[config.mk]
export PLATFORM = sky130hd
export DESIGN_NAME = adsr_envelope_generator
export DESIGN_NICKNAME = d
export VERILOG_FILES = /design/src/rtl/adsr_pkg.sv /design/src/rtl/adsr_ctrl.sv /design/src/rtl/adsr_dpath.sv /design/src/rtl/adsr_envelope_generator.sv
export SDC_FILE = /design/constraint.sdc
export NUM_CORES = 2
export LEC_CHECK = 0
export ABC_AREA = 1
export BUFFER_PORTS_ARGS = -buffer_cell sky130_fd_sc_hd__clkbuf_2
export CORE_UTILIZATION = 38
export CTS_CLUSTER_SIZE = 16
export DETAILED_ROUTE_END_ITERATION = 12
export PLACE_DENSITY = 0.55
export SLEW_MARGIN = 20
export SYNTH_ARGS = -nofsm -noshare
export SYNTH_HDL_FRONTEND = slang
export SYNTH_HIERARCHICAL = 1
export SYNTH_SLANG_ARGS = --single-unit
[constraint.sdc]
create_clock -name clk -period 17.05 [get_ports clk]
set_input_delay 1.705 -clock clk [delete_from_list [all_inputs] [get_ports clk]]
set_output_delay 1.705 -clock clk [all_outputs]
set_load 0.02 [all_outputs]
[src/rtl/adsr_pkg.sv]
// Shared constants, types and controller/datapath interface structs for the
// ADSR envelope generator. No dependencies.
package adsr_pkg;

  // Sizing of the tick counter and of the coefficient fraction
  localparam int COUNT_WIDTH    = 24;
  localparam int COEF_FRAC_BITS = 24;

  // Fixed widths of the register and stream fields
  localparam int LEN_W      = 24;
  localparam int COEF_W     = 24;
  localparam int LVL_W      = 16;
  localparam int CFG_IDX_W  = 3;
  localparam int CFG_DATA_W = 24;
  localparam int IN_DATA_W  = 8;

  // Derived datapath widths
  localparam int SEQ_W   = COEF_FRAC_BITS + 1;
  localparam int MUL_A_W = COEF_W;
  localparam int MUL_B_W = SEQ_W;
  localparam int PROD_W  = MUL_A_W + MUL_B_W;
  localparam int CMP_W   = (COUNT_WIDTH > LEN_W) ? COUNT_WIDTH : LEN_W;

  localparam logic [LVL_W-1:0] FULL_SCALE = 16'h8000;

  // Register reset values
  localparam logic [LEN_W-1:0]  RST_ATTACK_LEN = 24'd480;
  localparam logic [LEN_W-1:0]  RST_DECAY_LEN  = 24'd4800;
  localparam logic [LVL_W-1:0]  RST_SUSTAIN    = 16'd16384;
  localparam logic [COEF_W-1:0] RST_ATTACK_CF  = 24'd16672985;
  localparam logic [COEF_W-1:0] RST_DECAY_CF   = 24'd16766734;
  localparam logic [COEF_W-1:0] RST_RELEASE_CF = 24'd16766734;

  // Register indexes
  typedef logic [CFG_IDX_W-1:0] cfg_idx_t;
  localparam cfg_idx_t CFG_ATTACK_LEN = 3'd0;
  localparam cfg_idx_t CFG_DECAY_LEN  = 3'd1;
  localparam cfg_idx_t CFG_SUSTAIN    = 3'd2;
  localparam cfg_idx_t CFG_ATTACK_CF  = 3'd3;
  localparam cfg_idx_t CFG_DECAY_CF   = 3'd4;
  localparam cfg_idx_t CFG_RELEASE_CF = 3'd5;

  // Envelope stage
  typedef enum logic [1:0] {
    STG_ATTACK  = 2'd0,
    STG_DECAY   = 2'd1,
    STG_SUSTAIN = 2'd2,
    STG_RELEASE = 2'd3
  } stage_t;

  // Controller to datapath commands
  typedef struct packed {
    logic load;    // capture the input gate
    logic count;   // gate edges and tick counter
    logic adv;     // stage advance and sequence restarts
    logic seq;     // sequence step (first value or multiply)
    logic seq_wb;  // write back saturated sequence product
    logic lvl;     // level product
    logic fin;     // form level and load output register
  } ctrl_cmd_t;

  // Datapath to controller status
  typedef struct packed {
    logic need_seq;   // current stage steps its sequence
    logic seq_first;  // sequence restarts at one on this step
    logic out_busy;   // output register full and not taken this cycle
  } ctrl_sts_t;

endpackage

[src/rtl/adsr_ctrl.sv]
// Sequencing state machine of the ADSR envelope generator.
// Depends on adsr_pkg for the command and status structs.
module adsr_ctrl (
  input  logic               clk,
  input  logic               rst_n,
  input  logic               in_tvalid,
  output logic               in_tready,
  input  adsr_pkg::ctrl_sts_t sts,
  output adsr_pkg::ctrl_cmd_t cmd
);
  import adsr_pkg::*;

  typedef enum logic [6:0] {
    S_IDLE   = 7'b0000001,
    S_COUNT  = 7'b0000010,
    S_ADV    = 7'b0000100,
    S_SEQ    = 7'b0001000,
    S_SEQ_WB = 7'b0010000,
    S_LVL    = 7'b0100000,
    S_FIN    = 7'b1000000
  } state_t;

  state_t state_r, state_nxt;

  // Next state
  always_comb begin
    state_nxt = state_r;
    unique case (state_r)
      S_IDLE:   if (in_tvalid) state_nxt = S_COUNT;
      S_COUNT:  state_nxt = S_ADV;
      S_ADV:    state_nxt = S_SEQ;
      S_SEQ: begin
        if (!sts.need_seq)      state_nxt = S_FIN;
        else if (sts.seq_first) state_nxt = S_LVL;
        else                    state_nxt = S_SEQ_WB;
      end
      S_SEQ_WB: state_nxt = S_LVL;
      S_LVL:    state_nxt = S_FIN;
      S_FIN:    if (!sts.out_busy) state_nxt = S_IDLE;
      default:  state_nxt = S_IDLE;
    endcase
  end

  always_ff @(posedge clk) begin
    if (!rst_n) state_r <= S_IDLE;
    else        state_r <= state_nxt;
  end

  // Decode commands
  assign in_tready  = (state_r == S_IDLE);
  assign cmd.load   = (state_r == S_IDLE) && in_tvalid;
  assign cmd.count  = (state_r == S_COUNT);
  assign cmd.adv    = (state_r == S_ADV);
  assign cmd.seq    = (state_r == S_SEQ);
  assign cmd.seq_wb = (state_r == S_SEQ_WB);
  assign cmd.lvl    = (state_r == S_LVL);
  assign cmd.fin    = (state_r == S_FIN) && !sts.out_busy;

endmodule

[src/rtl/adsr_dpath.sv]
// Datapath of the ADSR envelope generator: registers, envelope state, shared
// multiplier and output register. Depends on adsr_pkg.
module adsr_dpath (
  input  logic                         clk,
  input  logic                         rst_n,
  input  adsr_pkg::ctrl_cmd_t          cmd,
  output adsr_pkg::ctrl_sts_t          sts,
  input  logic                         cfg_we,
  input  adsr_pkg::cfg_idx_t           cfg_index,
  input  logic [adsr_pkg::CFG_DATA_W-1:0] cfg_data,
  input  logic                         gate_in,
  output logic                         out_valid,
  input  logic                         out_ready,
  output logic [adsr_pkg::LVL_W-1:0]   out_level
);
  import adsr_pkg::*;

  localparam logic [1:0] SEQ_ATTACK  = 2'd0;
  localparam logic [1:0] SEQ_DECAY   = 2'd1;
  localparam logic [1:0] SEQ_RELEASE = 2'd2;

  localparam logic [SEQ_W-1:0] SEQ_ONE = {1'b1, {COEF_FRAC_BITS{1'b0}}};
  localparam logic [COUNT_WIDTH-1:0] COUNT_MAX = '1;
  localparam int SH_W  = PROD_W - COEF_FRAC_BITS;
  localparam int SAT_W = (SH_W > SEQ_W) ? SH_W : SEQ_W;
  localparam int SUM_W = LVL_W + 2;

  function automatic logic [1:0] seq_of(stage_t s);
    logic [1:0] k;
    unique case (s)
      STG_DECAY:   k = SEQ_DECAY;
      STG_RELEASE: k = SEQ_RELEASE;
      default:     k = SEQ_ATTACK;
    endcase
    return k;
  endfunction

  // Configuration registers
  logic [LEN_W-1:0]  attack_len_r, decay_len_r;
  logic [LVL_W-1:0]  sustain_r;
  logic [COEF_W-1:0] coef_r [0:2];

  // Envelope state
  logic                   gate_r, gate_prev_r, cnt_r;
  stage_t                 stage_r, old_stage_r;
  logic [COUNT_WIDTH-1:0] elapsed_r;
  logic [LVL_W-1:0]       last_level_r, attack_start_r, decay_start_r, release_start_r;
  logic                   exp_first_r [0:2];
  logic [SEQ_W-1:0]       exp_value_r [0:2];
  logic [PROD_W-1:0]      prod_r;
  logic                   out_valid_r;
  logic [LVL_W-1:0]       level_r;

  // Write configuration
  always_ff @(posedge clk) begin
    if (!rst_n) begin
      attack_len_r <= RST_ATTACK_LEN;
      decay_len_r  <= RST_DECAY_LEN;
      sustain_r    <= RST_SUSTAIN;
      coef_r[0]    <= RST_ATTACK_CF;
      coef_r[1]    <= RST_DECAY_CF;
      coef_r[2]    <= RST_RELEASE_CF;
    end else if (cfg_we) begin
      unique case (cfg_index)
        CFG_ATTACK_LEN: attack_len_r <= cfg_data[LEN_W-1:0];
        CFG_DECAY_LEN:  decay_len_r  <= cfg_data[LEN_W-1:0];
        CFG_SUSTAIN:    sustain_r    <= cfg_data[LVL_W-1:0];
        CFG_ATTACK_CF:  coef_r[0]    <= cfg_data[COEF_W-1:0];
        CFG_DECAY_CF:   coef_r[1]    <= cfg_data[COEF_W-1:0];
        CFG_RELEASE_CF: coef_r[2]    <= cfg_data[COEF_W-1:0];
        default: ;
      endcase
    end
  end

  // Clamp sustain to full scale
  logic [LVL_W-1:0] sus;
  assign sus = (sustain_r > FULL_SCALE) ? FULL_SCALE : sustain_r;

  // Gate edges
  logic rise, fall, active;
  assign rise   = gate_r & ~gate_prev_r;
  assign fall   = ~gate_r & gate_prev_r;
  assign active = gate_r || (stage_r == STG_RELEASE);

  // Stage advance on counter overrun, excess ticks carried
  stage_t                 stage_nxt;
  logic [COUNT_WIDTH-1:0] elapsed_nxt;
  logic                   decay_ld;
  logic [CMP_W-1:0]       el_ext, alen_ext, dlen_ext;
  assign el_ext   = CMP_W'(elapsed_r);
  assign alen_ext = CMP_W'(attack_len_r);
  assign dlen_ext = CMP_W'(decay_len_r);

  always_comb begin
    stage_nxt   = stage_r;
    elapsed_nxt = elapsed_r;
    decay_ld    = 1'b0;
    if (cnt_r && stage_r == STG_ATTACK && el_ext > alen_ext) begin
      stage_nxt   = STG_DECAY;
      elapsed_nxt = COUNT_WIDTH'(el_ext - alen_ext);
      decay_ld    = 1'b1;
    end else if (cnt_r && stage_r == STG_DECAY && el_ext > dlen_ext) begin
      stage_nxt   = STG_SUSTAIN;
      elapsed_nxt = COUNT_WIDTH'(el_ext - dlen_ext);
    end
  end

  // Sequence of the current stage
  logic [1:0]       k;
  logic [SEQ_W-1:0] e_cur;
  logic             need_seq;
  assign k        = seq_of(stage_r);
  assign e_cur    = exp_value_r[k];
  assign need_seq = active && (stage_r != STG_SUSTAIN);

  // Level operand: distance covered by the current stage
  logic [LVL_W-1:0] lvl_opnd;
  always_comb begin
    unique case (stage_r)
      STG_ATTACK:  lvl_opnd = FULL_SCALE - attack_start_r;
      STG_DECAY:   lvl_opnd = (decay_start_r >= sus) ? (decay_start_r - sus)
                                                     : (sus - decay_start_r);
      STG_RELEASE: lvl_opnd = release_start_r;
      default:     lvl_opnd = '0;
    endcase
  end

  // Shared multiplier: sequence step, then level scaling
  logic [MUL_A_W-1:0] mul_a;
  logic [MUL_B_W-1:0] mul_b;
  logic [PROD_W-1:0]  mul_p;
  always_comb begin
    if (cmd.lvl) begin
      mul_a = MUL_A_W'(lvl_opnd);
      mul_b = (stage_r == STG_ATTACK) ? (SEQ_ONE - e_cur) : e_cur;
    end else begin
      mul_a = coef_r[k];
      mul_b = e_cur;
    end
  end
  assign mul_p = PROD_W'(mul_a) * PROD_W'(mul_b);

  // Saturate the sequence product at one
  logic [SAT_W-1:0] seq_sh;
  logic [SEQ_W-1:0] seq_sat;
  assign seq_sh  = SAT_W'(prod_r >> COEF_FRAC_BITS);
  assign seq_sat = (seq_sh > SAT_W'(SEQ_ONE)) ? SEQ_ONE : SEQ_W'(seq_sh);

  // Form the output level
  logic [LVL_W:0]   p;
  logic [SUM_W-1:0] lvl_sum;
  logic [LVL_W-1:0] lvl_nxt;
  assign p = prod_r[COEF_FRAC_BITS +: LVL_W+1];
  always_comb begin
    lvl_sum = '0;
    if (active) begin
      unique case (stage_r)
        STG_ATTACK:  lvl_sum = SUM_W'(attack_start_r) + SUM_W'(p);
        STG_DECAY:   lvl_sum = (decay_start_r >= sus) ? SUM_W'(sus) + SUM_W'(p)
                                                      : SUM_W'(sus) - SUM_W'(p);
        STG_SUSTAIN: lvl_sum = SUM_W'(sus);
        default:     lvl_sum = SUM_W'(p);
      endcase
    end
  end
  assign lvl_nxt = (lvl_sum > SUM_W'(FULL_SCALE)) ? FULL_SCALE : LVL_W'(lvl_sum);

  // Control state
  always_ff @(posedge clk) begin
    if (!rst_n) begin
      gate_prev_r <= 1'b0;
      stage_r     <= STG_ATTACK;
      old_stage_r <= STG_ATTACK;
      cnt_r       <= 1'b0;
      elapsed_r   <= '0;
      last_level_r <= '0;
      exp_first_r[0] <= 1'b1;
      exp_first_r[1] <= 1'b1;
      exp_first_r[2] <= 1'b1;
      out_valid_r <= 1'b0;
    end else begin
      // Apply gate edges, else advance the saturating counter
      if (cmd.count) begin
        gate_prev_r <= gate_r;
        old_stage_r <= stage_r;
        cnt_r       <= 1'b0;
        if (rise) begin
          stage_r   <= STG_ATTACK;
          elapsed_r <= '0;
        end else if (fall) begin
          stage_r   <= STG_RELEASE;
          elapsed_r <= '0;
        end else if (active) begin
          cnt_r <= 1'b1;
          if (elapsed_r != COUNT_MAX) elapsed_r <= elapsed_r + 1'b1;
        end
      end
      // Advance stage; restart the sequence of a newly entered stage
      if (cmd.adv) begin
        stage_r   <= stage_nxt;
        elapsed_r <= elapsed_nxt;
        if (stage_nxt != old_stage_r && stage_nxt != STG_SUSTAIN)
          exp_first_r[seq_of(stage_nxt)] <= 1'b1;
      end
      if (cmd.seq && need_seq) exp_first_r[k] <= 1'b0;
      // Keep the level as the start point of the next stage
      if (cmd.fin) last_level_r <= lvl_nxt;
      // Hold the result until taken
      if (cmd.fin)        out_valid_r <= 1'b1;
      else if (out_ready) out_valid_r <= 1'b0;
    end
  end

  // Payload registers
  always_ff @(posedge clk) begin
    if (cmd.load) gate_r <= gate_in;
    if (cmd.count) begin
      if (rise)      attack_start_r  <= last_level_r;
      else if (fall) release_start_r <= last_level_r;
    end
    if (cmd.adv && decay_ld) decay_start_r <= last_level_r;
    if (cmd.seq && need_seq) begin
      if (exp_first_r[k]) exp_value_r[k] <= SEQ_ONE;
      else                prod_r         <= mul_p;
    end
    if (cmd.seq_wb) exp_value_r[k] <= seq_sat;
    if (cmd.lvl)    prod_r         <= mul_p;
    if (cmd.fin)    level_r        <= lvl_nxt;
  end

  assign sts.need_seq  = need_seq;
  assign sts.seq_first = exp_first_r[k];
  assign sts.out_busy  = out_valid_r && !out_ready;
  assign out_valid     = out_valid_r;
  assign out_level     = level_r;

endmodule

[src/rtl/adsr_envelope_generator.sv]
// ADSR envelope generator, top level: stream ports, configuration port,
// controller and datapath. Depends on adsr_pkg, adsr_ctrl and adsr_dpath.
//
// One input transaction carries the gate bit of one sample tick and yields one
// output transaction with the envelope level (Q1.15, 32768 = 1.0). Items are
// worked one at a time: an input runs through the count, advance, sequence,
// write-back, level and finish states (no write-back when a stage sequence
// restarts at one; neither write-back nor level in sustain or idle), and the next
// input is taken once the result is loaded. The single shared multiplier does
// the sequence step and level scaling. The output register holds a result
// until taken; the block waits before loading a new one. Registers are to be
// written through cfg_* (always ready) while the block is idle; not enforced.
module adsr_envelope_generator (
  input  logic        clk,
  input  logic        rst_n,
  // Input stream
  input  logic        in_tvalid,
  output logic        in_tready,
  input  logic [7:0]  in_tdata,   // [0] gate, [7:1] zero
  // Output stream
  output logic        out_tvalid,
  input  logic        out_tready,
  output logic [15:0] out_tdata,  // [15:0] level
  // Configuration write channel
  input  logic        cfg_valid,
  output logic        cfg_ready,
  input  logic [2:0]  cfg_index,
  input  logic [23:0] cfg_data
);
  import adsr_pkg::*;

  ctrl_cmd_t cmd;
  ctrl_sts_t sts;

  assign cfg_ready = 1'b1;

  adsr_ctrl u_ctrl (
    .clk       (clk),
    .rst_n     (rst_n),
    .in_tvalid (in_tvalid),
    .in_tready (in_tready),
    .sts       (sts),
    .cmd       (cmd)
  );

  adsr_dpath u_dpath (
    .clk       (clk),
    .rst_n     (rst_n),
    .cmd       (cmd),
    .sts       (sts),
    .cfg_we    (cfg_valid & cfg_ready),
    .cfg_index (cfg_idx_t'(cfg_index)),
    .cfg_data  (cfg_data),
    .gate_in   (in_tdata[0]),
    .out_valid (out_tvalid),
    .out_ready (out_tready),
    .out_level (out_tdata)
  );

  // Level never exceeds full scale
  a_level_range: assert property (@(posedge clk) disable iff (!rst_n)
    out_tvalid |-> (out_tdata <= FULL_SCALE))
    else $error("envelope level above full scale");

  // One item in flight: no accept in the cycle after an accept
  a_one_in_flight: assert property (@(posedge clk) disable iff (!rst_n)
    (in_tvalid && in_tready) |=> !in_tready)
    else $error("input accepted while an item is in flight");

endmodule
## Word-level counts from Yosys, hierarchy flattened

Memories as Yosys holds them, arrays and structs flattened.
Cells that the tools add are included.

- Register bits after elaboration: 232
- Word-level logic and storage cells: 183
- Bits in writable memories: 150
- Memories: 3
- Input port bits: 40

- Order comparisons: 6
- Muxes and demuxes: 79
- Multiply operators: 1
- Reduce and logical (&&, ||, !) cells: 33
- Equality and inequality tests: 25
- $add $sub $neg: 10
- Bitwise logic cells: 9

Memory list:

| name | words | width | rd ports | clocked after memory_dff | write ports | line | RTL |
|---|---|---|---|---|---|---|---|
| u_dpath.exp_value_r | 3 | 25 | 1 | 0 | 1 | adsr_dpath.sv:49 | `logic [SEQ_W-1:0] exp_value_r [0:2];` |
| u_dpath.coef_r | 3 | 24 | 1 | 0 | 3 | adsr_dpath.sv:41 | `logic [COEF_W-1:0] coef_r [0:2];` |
| u_dpath.exp_first_r | 3 | 1 | 1 | 0 | 3 | adsr_dpath.sv:48 | `logic exp_first_r [0:2];` |

Operators with widths:

| cell | number |
|---|---|
| $mux W24 | 12 |
| $mux W49 | 3 |
| $mux W25 | 4 |
| $pmux W18 S3 | 1 |
| $mul A24 B25 Y49 | 1 |
| $pmux W7 S7 | 1 |
| $gt A24 B24 Y1 | 2 |
| $mux W16 | 3 |
| $pmux W16 S3 | 1 |
| $sub A24 B24 Y24 | 2 |
| $add A16 B17 Y18 | 2 |
| $mux W18 | 2 |
| $mux W1 | 35 |
| $sub A16 B16 Y16 | 2 |
| $gt A25 B25 Y1 const B | 1 |
| $sub A25 B25 Y25 const A | 1 |
| $add A24 B1 Y24 const B | 1 |
| $ne A24 B24 Y1 const B | 1 |
| $mux W2 | 11 |
| $mux W7 | 3 |
| $gt A18 B16 Y1 const B | 1 |
| $sub A16 B17 Y18 | 1 |
| $ge A16 B16 Y1 | 1 |
| $gt A16 B16 Y1 const B | 1 |
| 33 further kinds | 70 |

## Depth between registers and ports, before layout

- Word-level depth: 14
- Depth in mapped cells: 53
- Mapped depth without buffers: 52

## Modules after synthesis

The synthesis kept the hierarchy.

By module, submodules not included:

| module | cells each | times used | area an instance (um^2) | seq. area each (um^2) |
|---|---|---|---|---|
| adsr_dpath | 5,239 | 1 | 41,130.7 | 9,399.0 |
| adsr_ctrl | 70 | 1 | 427.9 | 140.1 |
| adsr_envelope_generator | 2 | 1 | 11.3 | 0.0 |

## Least setup slack after synthesis

No wires, ideal clock.

- Path kind: register -> register
- Start: reg u_dpath.sustain_r[10]
- End: reg u_dpath.prod_r[47] (data pin)
- Clock period less this slack: 8,683 ps
- Setup time: 258 ps
- Buffers on the path: 2
- Data required time: 16,792 ps
- Arrival time: 8,425 ps
- Setup slack: 8,367 ps
- Cell stages (with the launch flop): 48
- Cells stage by stage: dfxtp_1 -> inv_1 -> nand4_1 -> nor3_1 -> nand2_1 -> nand2_1 -> clkinv_1 -> nor2_1 -> ha_1 -> nand2_1 -> inv_1 -> a21oi_1 -> nand3_1 -> nand2_1 -> nand2_2 -> clkbuf_1 -> nand2_1 -> o21ai_0 -> [... 12 more ...] -> inv_1 -> fa_1 -> fa_1 -> fa_1 -> inv_1 -> fa_1 -> inv_1 -> ha_1 -> nand2_1 -> nor2_1 -> inv_1 -> nor2_1 -> nand2_1 -> or3_1 -> o21ai_1 -> nand3b_1 -> nand2_1 -> xor2_1

- Word-level cells in the longest chain between the ends: 10
- Elaborated cells between the ends (all ways): 12

Ends and longest elaborated chain:

| what | line | RTL |
|---|---|---|
| from (decl) | adsr_dpath.sv:40 | `logic [LVL_W-1:0] sustain_r;` |
| from (signal assigned) | adsr_dpath.sv:67 | `CFG_SUSTAIN: sustain_r <= cfg_data[LVL_W-1:0];` |
| $gt A16 B16 Y1 | adsr_dpath.sv:78 | `assign sus = (sustain_r > FULL_SCALE) ? FULL_SCALE : sustain_r;` |
| $mux W16 * | adsr_dpath.sv:78 |  |
| $sub A16 B16 Y16 (tied with other cells) | adsr_dpath.sv:123 | `: (sus - decay_start_r);` |
| $mux W16 * | adsr_dpath.sv:122 | `STG_DECAY: lvl_opnd = (decay_start_r >= sus) ? (decay_start_r - sus)` |
| $pmux W16 S3 * | adsr_dpath.sv:120 | `unique case (stage_r)` |
| $mux W24 * | adsr_dpath.sv:134 | `if (cmd.lvl) begin` |
| $mul A24 B25 Y49 * | adsr_dpath.sv:142 | `assign mul_p = PROD_W'(mul_a) * PROD_W'(mul_b);` |
| via u_dpath.mul_p[47] | adsr_dpath.sv:132 | `logic [PROD_W-1:0] mul_p;` |
| $mux W49 | adsr_dpath.sv:224 | `if (exp_first_r[k]) exp_value_r[k] <= SEQ_ONE;` |
| $mux W49 | adsr_dpath.sv:223 | `if (cmd.seq && need_seq) begin` |
| $mux W49 * | adsr_dpath.sv:228 | `if (cmd.lvl) prod_r <= mul_p;` |
| to (signal assigned) | adsr_dpath.sv:225 | `else prod_r <= mul_p;` |
| to (signal assigned) | adsr_dpath.sv:228 |  |
| to (decl) | adsr_dpath.sv:50 | `logic [PROD_W-1:0] prod_r;` |

The timed path passes the listed nets; every way through them passes the cells marked *. The select of a mux whose other input is x is not followed.
A chain may end at the register's enable or synchronous reset.

## Worst setup path in the final report

- Start: reg u_dpath.sustain_r[9]
- End: reg u_dpath.prod_r[47] (data pin)

Same word-level chain as after synthesis.

==> results.cfg <==
[grt]
grt.busiest_layer = met2
grt_overflow_total = 0
grt_pass1_vias = 34400
track_usage = 0.242
grt_pass1_wl_um = 205000
met3_usage = 0.0252
grtUsageMet1 = 0.327
grt_max_degree = 76
gr-usage-met2 = 0.410
antenna_found_initial = 5

[clock_tree]
cts_setup_buffers = 0
cts.sinks = 358
cts-root-buf = clkbuf_16
clk_pin_slew_ps = 60
post_cts_resized = 0
cts_tree = yes
clk_path_buf_depth = 3
clk_latency_ps = 600
postCtsHoldBufs = 0
htree_levels = 2
cts_buffers = 40

[placed_design]
portBuffers = 50
place_congestion = 0.939
place_ws_ps = 4950
dp_hpwl_um = 105000

[final_layout]
area_growth_pct = 8.05
seqCellArea_um2 = 9540
n_fill_cell = 11200
antenna_cells = 0
multi_input_area_um2 = 27000
fin_nets = 6145
drive_above_1_share = 0.0524

[critical_path]
cp_top_family = adder cells
crit_slowest_cell = inv_1
slowest_delay_ps = 820
criticalPathCategory = flip-flop to flip-flop
cpMostUsedCell = nand2_1
worstSetupEndpointType = flip-flop
worst-path-buf-inv = 10
worst_setup_path_start_kind = flip-flop
crit_required_ps = 17390
crit_path_max_fanout = 36
crit_arrival_ps = 12640

[die]
core_area_um2 = 108000
dieArea_um2 = 111000
start_util = 0.386
num_rows = 120
io_pins = 59
die_w_um = 333
die_h_um = 333

[synth]
synth_area_leader_cell = fa_1
synthTopCellsByCount = inv_1, nand2_1, fa_1
ys_warn_count = 6
synth_edf_count = 237
synthCells = 5311
synthDistinctLibCells = 65
yosys-top-cells-area = fa_1, edfxtp_1, inv_1
synth-main-ff-cell = edfxtp_1
synth.most_common_cell = inv_1
ys_seq_elements = 358
synth_area_per_cell_um2 = 7.83
synth.yosys.seq_area_share = 0.229
synthesis.nets = 6146
synth_top_area_share = 0.245
synthArstFlopShare = 0
synth_area_um2 = 41600

[job]
cap_viol_max_count = 0

[routing]
avgRoutedWirePerCell_um = 19.7
wl_um = 133000
antenna_left = 0
dr.first_iter.drc_count = 2378
drtPass1Iterations = 6
via_count = 34600
drc = 0
vias_per_cell = 5.14

[sta]
worstMarginPinSlew_ps = 1200
fin_crit_sh = 0.721
fin_setup_tns_ps = 0
relSlewSlack = 0.200
rsz0062_at_grt = false
clock-skew-final_ps = 28.5
setup_viol = 0
hold_viol_final = 0
drv_slew = 0
period_needed_ps = 12290
fin_ws_ps = 4760
fmax_mhz = 81.3

[min_path]
hold_class = flip-flop to flip-flop

[status]
outcome = finished, final reports clean
layer usage:
layer | vias to the layer above | share of wire
li1 | 16500 | -
met1 | 17000 | 0.44
met2 | 955 | 0.48
met3 | 164 | 0.052
met4 | 2 | 0.027
met5 | - | 0.00011
final timing paths:
check                            start                   end  slack [ps]  cells after the start
setup / recovery  u_dpath/sustain_r[9]    u_dpath/prod_r[47]        4760                     43
hold / removal    u_dpath/alen_ext[14]  u_dpath/alen_ext[14]         460                      2
setup reg to reg  u_dpath/sustain_r[9]    u_dpath/prod_r[47]        4760                     43
hold reg to reg   u_dpath/alen_ext[14]  u_dpath/alen_ext[14]         460                      2
tightest hold or removal path, cell delays in order, from the launching register on:
cell     delay (ps)
dfxtp_1         290
inv_1            60
a21oi_1          60
flip-flops by register name (all words and copies together) (netlist names):
name,cells
u_ctrl/state_r,7
u_dpath/alen_ext,24
u_dpath/attack_start_r,16
u_dpath/cnt_r,1
u_dpath/coef_r,72
u_dpath/decay_len_r,24
u_dpath/decay_start_r,16
u_dpath/el_ext,24
u_dpath/exp_first_r,3
u_dpath/exp_value_r,75
u_dpath/gate_prev_r,1
u_dpath/gate_r,1
u_dpath/last_level_r,16
u_dpath/old_stage_r,2
u_dpath/out_level,16
u_dpath/out_valid,1
u_dpath/prod_r,25
u_dpath/release_start_r,16
u_dpath/stage_r,2
u_dpath/sustain_r,16
kinds of logic after synthesis:
family | Yosys count | synth area share
and+or+nand+nor | 1920 | 0.188
buffers and inverters | 1351 | 0.124
adders and majority gates | 795 | 0.331
AOI/OAI and AO/OA | 792 | 0.106
DFF | 358 | 0.229
xor gates and xnor gates | 92 | 0.0211
muxes | 2 | 0.000482
other | 1 | 0.0000902
placed cells by master (no fill, tap or decap), types with 6 or more instances in the layout:
master        n
o2111ai_1    10
xor2_2        9
o221ai_1      6
o21ai_1       7
ha_1        286
nand2_1    1084
dfxtp_1     121
xnor2_1      16
a21o_1       11
nor3_1       54
edfxtp_1    237
o21a_1       12
a31oi_1      34
clkinv_2      6
nor2_1      498
buf_4        70
o21ai_0     299
a221oi_1      7
nand4_1      38
or2_2        25
clkinv_1     13
clkbuf_1      8
o211ai_1     21
inv_2        26
clkbuf_2     49
inv_1      1154
o22ai_1      20
nand3_1     153
o21bai_1      7
nand3b_1     13
a21boi_0      8
xor2_1       60
nor4_1       20
fa_1        509
nor2_2        6
a21oi_1     319
clkbuf_16    40
and3_1       10
stage by stage:
stage | area [um2] | hold WS [ps] | cells | utilization
after floorplan | 41600 | 427 | 5311 | -
after global placement | 43600 | 450 | 6671 | 0.404
after detailed placement | 43600 | 449 | 6671 | 0.404
after CTS | 44900 | 458 | 6745 | 0.417
after global routing | 44900 | 474 | 6745 | 0.417
final | 44900 | 456 | 6745 | 0.417
cell type report:
type                       count  share of cell area
clock inverter                24             0.00618
timing repair buffer         119              0.0172
tap                         1403              0.0391
sequential                   358               0.212
multi-input combinational   3602               0.602
inverter                    1189              0.0994
clock buffer                  50              0.0236
Power is left out: the tool's default activity adds up to more than one toggle a clock period on the data nets, which glitch-free logic cannot reach.
